<file path="src/design/tree_plru_replacement_core_assert.svh">
// assertion macros for the tree pseudo-lru replacement core
`ifndef TREE_PLRU_REPLACEMENT_CORE_ASSERT_SVH
`define TREE_PLRU_REPLACEMENT_CORE_ASSERT_SVH

// same-cycle implication, checked out of reset
`define TPLRU_ASSERT_NOW(label, ante, cons) \
  label: assert property (@(posedge clk_i) disable iff (!rst_ni) (ante) |-> (cons)) \
    else $error("tree plru check failed");

// next-cycle implication, checked out of reset
`define TPLRU_ASSERT_NEXT(label, ante, cons) \
  label: assert property (@(posedge clk_i) disable iff (!rst_ni) (ante) |=> (cons)) \
    else $error("tree plru check failed");

`endif

</file>
<file path="src/design/tplru_pkg.sv">
// shared types and codes of the tree pseudo-lru replacement core
package tplru_pkg;

  // request codes
  localparam logic CMD_VICTIM = 1'b0;
  localparam logic CMD_UPDATE = 1'b1;

  // sequencer states
  typedef enum logic [2:0] {
    ST_CLEAR,
    ST_IDLE,
    ST_LOAD,
    ST_WALK,
    ST_WRITE,
    ST_RESULT
  } state_e;

  // control from the sequencer to the tree walker
  typedef struct packed {
    logic load;
    logic fill;
    logic step;
  } walk_ctrl_t;

endpackage

</file>
<file path="src/design/tplru_walk.sv">
// tree walker: one tree level per cycle while step is set, down for a victim, up for a fill
module tplru_walk import tplru_pkg::*; #(
  parameter int WAYS = 16,
  localparam int LW = $clog2(WAYS),
  localparam int NW = LW + 1,
  localparam int CW = $clog2(LW + 1)
) (
  input  logic            clk_i,
  input  logic            rst_ni,
  input  walk_ctrl_t      ctrl_i,
  input  logic [WAYS-2:0] bits_i,
  input  logic [LW-1:0]   way_i,
  output logic [WAYS-2:0] bits_o,
  output logic [LW-1:0]   leaf_o,
  output logic            done_o
);

  logic [NW-1:0] node_q, node_d;
  logic [WAYS-1:0] tree_q, tree_d;
  logic [CW-1:0] cnt_q, cnt_d;
  logic [NW-1:0] parent;
  logic dir;

  // step unit: next node and updated direction word
  always_comb begin
    dir    = tree_q[node_q[LW-1:0]];
    parent = (node_q - NW'(1)) >> 1;
    node_d = node_q;
    tree_d = tree_q;
    cnt_d  = cnt_q;
    if (ctrl_i.load) begin
      tree_d = {1'b0, bits_i};
      node_d = ctrl_i.fill ? (NW'(WAYS - 1) + NW'(way_i)) : '0;
      cnt_d  = '0;
    end else if (ctrl_i.step) begin
      cnt_d = CW'(cnt_q + CW'(1));
      if (ctrl_i.fill) begin
        // left child points the parent right, right child points it left
        tree_d[parent[LW-1:0]] = node_q[0];
        node_d = parent;
      end else begin
        node_d = NW'({node_q[NW-2:0], 1'b0} + NW'(1) + NW'(dir));
      end
    end
  end

  always_ff @(posedge clk_i or negedge rst_ni) begin
    if (!rst_ni) begin
      cnt_q <= '0;
    end else begin
      cnt_q <= cnt_d;
    end
  end

  always_ff @(posedge clk_i) begin
    node_q <= node_d;
    tree_q <= tree_d;
  end

  assign done_o = (cnt_q == CW'(LW));
  assign bits_o = tree_q[WAYS-2:0];
  assign leaf_o = LW'(node_q - NW'(WAYS - 1));

endmodule

</file>
<file path="config.mk">
export PLATFORM = sky130hd
export DESIGN_NAME = tplru_walk
export DESIGN_NICKNAME = d
export VERILOG_FILES = /design/src/design/tree_plru_replacement_core_assert.svh /design/src/design/tplru_pkg.sv /design/src/design/tplru_walk.sv
export SDC_FILE = /design/constraint.sdc
export NUM_CORES = 1
export LEC_CHECK = 0
export BUFFER_PORTS_ARGS = -buffer_cell sky130_fd_sc_hd__clkbuf_2
export CAP_MARGIN = 20
export CELL_PAD_IN_SITES_DETAIL_PLACEMENT = 1
export CELL_PAD_IN_SITES_GLOBAL_PLACEMENT = 1
export CORE_AREA = 2 2 61 85
export CTS_CLUSTER_DIAMETER = 40
export DETAILED_ROUTE_END_ITERATION = 6
export DIE_AREA = 0 0 63 87
export PLACE_DENSITY_LB_ADDON = 0.12
export SYNTH_ARGS = -nofsm -noshare
export SYNTH_HDL_FRONTEND = slang
export SYNTH_SLANG_ARGS = --single-unit
export TNS_END_PERCENT = 5
</file>
<file path="constraint.sdc">
create_clock -name clk_i -period 2.45 [get_ports clk_i]
set_input_delay 0.3675 -clock clk_i [delete_from_list [all_inputs] [get_ports clk_i]]
set_output_delay 0.3675 -clock clk_i [all_outputs]
set_load 0.005 [all_outputs]
</file>
# ---- Yosys cells after proc, flatten, opt, wreduce, memory -nomap -nowiden
# Index checks and enable logic that the tools add are counted.
dict set report op_classes {
  n_addsub 6
  n_lt_le_gt_ge 3
  n_eq_ne 1
  n_mux 14
  reduce_logical 5
}
# cell count
set ops {}
lappend ops {{$mux 15} 3}
lappend ops {{$mux 5} 4}
lappend ops {{$bwmux 16} 1}
lappend ops {{$lt 4x5->1 const B} 2}
lappend ops {{$mux 3} 2}
lappend ops {{$add 4x4->5 const A} 1}
lappend ops {{$add 5x1->5} 1}
lappend ops {{$add 5x1->5 const B} 1}
lappend ops {{$sub 5x1->5 const B} 1}
lappend ops {{$bmux 1 s4} 1}
lappend ops {{$demux 1 s4} 1}
lappend ops {{$ge 4x1->1 const B} 1}
lappend ops {{$reduce_and 2->1} 2}
lappend ops {{$reduce_bool 2->1} 2}
lappend ops {{$sub 4x4->4 const B} 1}
lappend ops {{$add 3x1->3 const B} 1}
lappend ops {{$eq 3x3->1 const B} 1}
lappend ops {{$mux 1} 2}
lappend ops {{$logic_and 1x1->1} 1}
dict set report word_totals {
  ff_bits 24
  input_bits 24
  out_inout_bits 20
  wordCells 33
}

# ---- Longest topological paths before layout
# Gate-level depths: netlist (run 1).
dict set report depth {
  word_depth 9
  mapped_depth 10
  depth_no_buf 9
}

# ---- Worst setup path before layout (run 1)
# No wires, ideal clock.
dict set report synth_timing {
  kind {reg2reg}
  start {reg node_q[2]}
  end {reg node_q[2] (data pin)}
  setup_ns 0.268
  arrival_ns 1.955
  slack_ns 0.227
  stages_incl_launch_ff 11
  n_path_buf 1
  path_cell_list {edfxtp_1 -> buf_4 -> mux2_2 -> o22ai_1 -> nor3_1 -> or2_2 -> ha_1 -> xnor2_1 -> nor2_1 -> a21oi_1 -> o22ai_1}
}
dict set report synth_between {
  elab_chain_cells 6
  elab_cells_between_ends 7
}
# item line
set synth_lines {}
lappend synth_lines {{from (decl)} tplru_walk.sv:18} ;# logic [NW-1:0] node_q, node_d;
lappend synth_lines {{from (signal assigned)} tplru_walk.sv:56} ;# node_q <= node_d;
lappend synth_lines {{$bmux 1 s4} tplru_walk.sv:26} ;# dir = tree_q[node_q[LW-1:0]];
lappend synth_lines {{$mux 1 (not written as such)} tplru_walk.sv:26}
lappend synth_lines {{$add 5x1->5} tplru_walk.sv:42} ;# node_d = NW'({node_q[NW-2:0], 1'b0} + NW'(1) + NW'(dir));
lappend synth_lines {{$mux 5 *} tplru_walk.sv:37} ;# if (ctrl_i.fill) begin
lappend synth_lines {{$mux 5 *} tplru_walk.sv:35} ;# end else if (ctrl_i.step) begin
lappend synth_lines {{$mux 5 *} tplru_walk.sv:31} ;# if (ctrl_i.load) begin
lappend synth_lines {{named net node_d[2]} tplru_walk.sv:18}
# Mark *: on every way through the listed nets, which the timed path passes. The rest lies on a longest branch. The select of a mux whose other input is x is not followed.
# A chain may end at the register's enable or synchronous reset.

# ---- Worst setup path after layout (run 1)
# Ends and elaborated chain as after synthesis.

==> results.cfg, run 1 <==
[floorplan]
dieArea_um2 = 5480
io_pins = 44
start_util = 0.393
die_w_um = 63
die_h_um = 87
row_count = 30
core_um2 = 4770

[final_layout]
fillers = 565
fin_nets = 266
syn_to_final_growth_pct = 22.3
drive_above_1_share = 0.374
antenna_cells = 0
regArea_um2 = 696
multi_input_area_um2 = 1030
layout.cells.non_filler = 299

[grt]
grt_use_total = 0.194
grt_max_degree = 29
grt_pass1_vias = 1698
grt_pass1_wl_um = 8360
antenna_found_initial = 0
overflow = 0

[placed_design]
routabilityCongestion = 0.787
dp.cells = 287
port_buffers = 43
dpl_worst_slack_ns = 0.00840
dpl.hpwl_um = 3930

[worst_setup_path]
path_buf_inv = 1
path_cells = buf_6, mux2i_2, mux4_2, nor2_4, or2_4, ha_4, xnor2_2, nor2_1, a21oi_1, o22ai_1
crit_fanout = 4
startpoint = node_q[2]
cp.required_ns = 2.46
worstPathArrival_ns = 2.43
critical-path-top-delay-family = multiplexers
endpoint_kind = register
crit_path_start_kind = register
slowest_delay_ns = 0.53
setup.worst_path.class = reg -> reg
r2r_start = node_q[2]
crit_path_top_delay_cell = mux4_2

[sta]
fin_crit_sh = 0.989
setup_viol = 0
period_needed_ns = 2.42
slew_viol_final = 0
tightest_slew_ns = 0.589
rsz0062_at_grt = yes
hold_violations = 0
finalWorstSetupSlack_ns = 0.0275
skew_ns = 0.0103
fmax_mhz = 413
max_slew_margin = 0.607

[synthesis]
synth_top_area_cell = edfxtp_1
synth.top_cell.area_share = 0.321
synth.area.top_cells = edfxtp_1 (32%), buf_4 (6.8%), mux2i_1 (4.8%)
synthArstFlopShare = 0.125
synthesis.area_um2 = 1870
synthFlopType = edfxtp_1
synth_edf_count = 20
ys_warn_count = 0
syn-num-nets = 224
synthCells = 194
syn_area_per_cell_um2 = 9.65
seq_area_frac_synth = 0.372
synth_cell_type_count = 42
ys_ff_latch = 24

[power_and_ir_drop]
leakagePower_nw = 1.02
p_per_area_nw_per_um2 = 778
peakVddDrop_mv = 0.335

[clocking]
cts_root_buffer = clkbuf_8
clk_pin_slew_worst_paths_ns = 0.10
numCtsBuffers = 3
insertion_delay_ns = 0.28
cts_tree = built
h-tree-depth = 1
clkSinkCount = 24
cts_buffer_depth = 2

[detailed_routing]
final_antenna_net_count = 0
via_per_inst = 5.24
post_drt_wl_per_cell_um = 17.1
via_count = 1567
drc = 0
drt_iter0_drc = 85
wl_um = 5130
dr.pass1.iters = 4

[hold_path]
hp-class = in -> reg
worstHoldStart = bits_i[8]

[outcome]
outcome = completed

[job]
maxCapViolations = 0
cell usage after synthesis, types with 2 or more instances:
cell / count
edfxtp_1: 20
nand2_1: 19
buf_4: 17
nor2_1: 14
mux2i_1: 9
a21o_1: 8
a22o_1: 8
clkbuf_1: 8
inv_1: 8
o21bai_1: 8
o21ai_0: 7
ha_1: 6
xnor2_1: 6
nand3_1: 5
nand4_1: 5
nor3_1: 5
xor2_1: 5
dfrtp_1: 3
o21ai_1: 3
o22ai_1: 3
a21oi_1: 2
mux2_2: 2
nor4_1: 2
or2_2: 2
xor2_2: 2
tightest hold or removal path: cells and delay by family:
kind,cells,cell delay [ns]
AOI/OAI and AO/OA,1,0.06
buffers and inverters,1,0.08
and+or+nand+nor,1,0.04
repair_timing:
| item | 4_1_cts | 5_1_grt |
|---|---|---|
| hold buffers | 1 | 0 |
| endpoints found under the setup margin | 2 | 3 |
| resized for setup | 2 | 10 |
| pin swaps | 0 | 3 |
| endpoints found under the hold margin | 3 | 0 |
| buffers inserted | 0 | 7 |
final cells by class:
class | count | share of cell area
clock buffer | 3 | 0.0180
clock inverter | 1 | 0.0131
inverter | 8 | 0.0131
timing repair buffer | 65 | 0.169
tap | 64 | 0.0350
multi-input combinational | 134 | 0.448
sequential | 24 | 0.304
report_power, final:
part | leakage, nW | total, mW | internal (mW) | switching [mW]
sequential | 0.255 | 0.557 | 0.503 | 0.0540
clock | 0.0357 | 0.363 | 0.219 | 0.145
combinational | 0.727 | 0.862 | 0.387 | 0.475
total | 1.02 | 1.78 | 1.11 | 0.673
flip-flops by register name, summed over array words and instances (netlist names):
name and count:
node_q 5, tree_q 16, cnt_q 3
path summary, 6_finish.rpt:
path	end	slack [ns]	cells past startpoint
hold / removal	tree_q[8]	0.38	3
setup / recovery	node_q[2]	0.03	10
setup reg to reg	node_q[2]	0.03	10
hold reg to reg	tree_q[15]	0.55	3
min in group asynchronous	cnt_q[2]	0.42	2
max in group asynchronous	cnt_q[0]	1.92	2
logic make-up after synthesis:
kind of cell,after synthesis,share of synthesized area
AOI/OAI and AO/OA,44,0.170
xor gates and xnor gates,14,0.0775
adders and majority gates,6,0.0401
buffers and inverters,36,0.111
DFF,24,0.372
muxes,12,0.0722
and+or+nand+nor,58,0.157
cell usage in the layout, fill, tap and decap left out, types with 2 or more instances in the layout:
| master | instances |
|---|---|
| a21o_1 | 8 |
| o21ai_0 | 7 |
| a22o_1 | 8 |
| clkbuf_2 | 43 |
| nand4_1 | 5 |
| inv_1 | 8 |
| mux2_2 | 2 |
| edfxtp_1 | 20 |
| mux2i_1 | 8 |
| dfrtp_1 | 3 |
| o21ai_1 | 3 |
| a21oi_1 | 2 |
| o21bai_1 | 8 |
| nand2_1 | 19 |
| o22ai_1 | 2 |
| xnor2_2 | 2 |
| nor4_1 | 2 |
| ha_1 | 5 |
| xor2_2 | 2 |
| buf_4 | 20 |
| nor3_2 | 2 |
| nand3_1 | 5 |
| clkbuf_8 | 3 |
| nor3_1 | 4 |
| xor2_1 | 5 |
| nor2_1 | 13 |
| xnor2_1 | 5 |
through the flow:
stage	total power [mW]	utilization	TNS [ns]	hold WS [ns]	instance area (um2)
finish	1.78	0.480	0	0.384	2290
global route	1.88	0.480	-0.124	0.386	2290
CTS	1.68	0.458	0	0.381	2180
detailed placement	1.31	0.439	0	0.171	2090
global placement	1.28	0.439	0	0.164	2090
floorplan	1.06	-	0	0.0719	1870
layer usage:
layer  routed length, um  global-route usage  up-vias
met5                   0                   0        -
met4                 136              0.0768        0
met3                 189              0.0194        9
met2                2810               0.370       40
met1                2000               0.219      761
li1                    -                   -      757
Note: power is estimated with default switching activity, not from simulation.
==> run 2, diff against run 1 <==
PLACE_DENSITY = 0.8   (was default)
PLACE_DENSITY_LB_ADDON = default   (was 0.12)
==> results.cfg, run 2 (synthesized netlist as in run 1, its figures left out) <==
[worst_setup_path]
crit_path_top_delay_cell = edfxtp_1
setup.worst_path.class = reg -> reg
r2r_end = node_q[2]
slowest_delay_ns = 0.41
path_common_cell = buf_4
rrSetupSlack_ns = 0.04
path_cells = buf_4, buf_4, mux2i_2, a22o_1, nor3_1, or2_4, ha_4, xnor2_2, nor2_1, a21oi_1, o22ai_1
r2r_start = node_q[2]
worstPathArrival_ns = 2.43
r2r_cells = 11
crit_fanout = 3
endpoint_kind = register
crit_path_start_kind = register
cp.required_ns = 2.47

[floorplan]
core_um2 = 4770
io_pins = 44
row_count = 30
start_util = 0.393
dieArea_um2 = 5480
die_w_um = 63
die_h_um = 87

[placed_design]
dpl.hpwl_um = 3760
dpl_worst_slack_ns = -0.0332
routabilityCongestion = 0.802
port_buffers = 43
placed_area_um2 = 2090

[sta]
setup_viol = 0
max_slew_margin = 0.414
hold_violations = 0
tightest_slew_ns = 0.872
fin_crit_sh = 0.984
finalWorstSetupSlack_ns = 0.0400
fmax_mhz = 415
skew_ns = 0.00520
hold_ws_ns = 0.375
period_needed_ns = 2.41
slew_viol_final = 0

[final_layout]
regMostFlops = tree_q
largest_reg_flops = 16
layout_common_cells = clkbuf_2 (43), edfxtp_1 (20), nand2_1 (19), buf_4 (16), nor2_1 (13)
final_area_um2 = 2210
drive_above_1_share = 0.355
syn_to_final_growth_pct = 18.3
fin_nets = 262
regArea_um2 = 696
mostFrequentLayoutCell = clkbuf_2
multi_input_area_um2 = 1000
fillers = 570
largest_registers = tree_q x16, node_q x5, cnt_q x3
antenna_cells = 0

[clocking]
cts_buffer_depth = 2
clkSinkCount = 24
h-tree-depth = 1
cts_root_buffer = clkbuf_8
numCtsBuffers = 3
cts_tree = built
clk_pin_slew_worst_paths_ns = 0.09
insertion_delay_ns = 0.27

[power_and_ir_drop]
power_frac_seq = 0.335
p_comb_frac = 0.492
swShare = 0.391
peakVddDrop_mv = 0.261
finalPower_mw = 1.62
clockPowerShare = 0.172
leakagePower_nw = 0.986
p_int_uw = 990
p_sw_uw = 635
p_per_area_nw_per_um2 = 734

[hold_path]
whs_path_depth = 3
hp-class = in -> reg
worstHoldStart = bits_i[2]
min_to = tree_q[2]

[grt]
grt_pass1_wl_um = 7430
grt_use_total = 0.176
grt_pass1_vias = 1515
antenna_found_initial = 0
grt_max_degree = 17
overflow = 0

[detailed_routing]
drc = 0
via_count = 1559
post_drt_wl_per_cell_um = 16.6
final_antenna_net_count = 0
via_per_inst = 5.28
wl_um = 4890
dr.pass1.iters = 4
drt_iter0_drc = 74

[job]
maxCapViolations = 0

[outcome]
outcome = completed
## run 2: worst max path at each step
stage | startpoint | to | slack, ns
floorplan | node_q[2] | node_q[2] | 0.23
global placement | node_q[2] | node_q[2] | 0.10
detailed placement | node_q[2] | node_q[2] | -0.03
CTS | node_q[2] | node_q[2] | 0.05
global route | node_q[2] | node_q[2] | -0.07
finish | node_q[2] | node_q[2] | 0.04
## run 2: power by group through the flow
stage	logic [mW]	registers, mW	clock network (mW)
global route	0.872	0.552	0.297
detailed placement	0.715	0.568	0
global placement	0.690	0.567	0
floorplan	0.530	0.528	0
CTS	0.743	0.550	0.285
finish	0.800	0.545	0.280
## run 2: layer usage
| metal | part of all wire | track usage | wire, um |
|---|---|---|---|
| met1 | 0.40 | 0.198 | 1940 |
| met2 | 0.56 | 0.342 | 2720 |
| met3 | 0.035 | 0.0181 | 169 |
| met5 | 0 | 0 | 0 |
| met4 | 0.011 | 0.0545 | 55 |
## run 2: cell type report
type                       instances  share of cell area
timing repair buffer              61               0.158
inverter                           8              0.0136
multi-input combinational        134               0.453
clock buffer                       4              0.0249
sequential                        24               0.314
tap                               64              0.0362
## run 2: per-stage QoR
stage / setup TNS [ns] / instances / utilization
6_report: 0 / 295 / 0.465
3_3_place_gp: 0 / 286 / 0.438
3_5_place_dp: -0.0332 / 286 / 0.438
5_1_grt: -0.123 / 295 / 0.465
4_1_cts: 0 / 293 / 0.455
2_1_floorplan: 0 / 194 / -
## run 2: timing repair
item | CTS | global route
gates cloned | 0 | 0
endpoints found under the hold margin | 3 | 0
buffers inserted | 2 | 2
gates resized for setup | 0 | 7
hold buffers | 1 | 0
endpoints found under the setup margin | 1 | 2
pin swaps | 0 | 3
## run 2: critical path, delay by kind of cell, from the launching register on
family | cells | cell delay, ns
AO/OA/AOI/OAI | 3 | 0.52
XOR/XNOR | 1 | 0.11
adder cells (fa/ha/maj) | 1 | 0.14
buffers and inverters | 2 | 0.32
flip-flops | 1 | 0.41
multiplexers | 1 | 0.15
AND/OR/NAND/NOR | 3 | 0.52
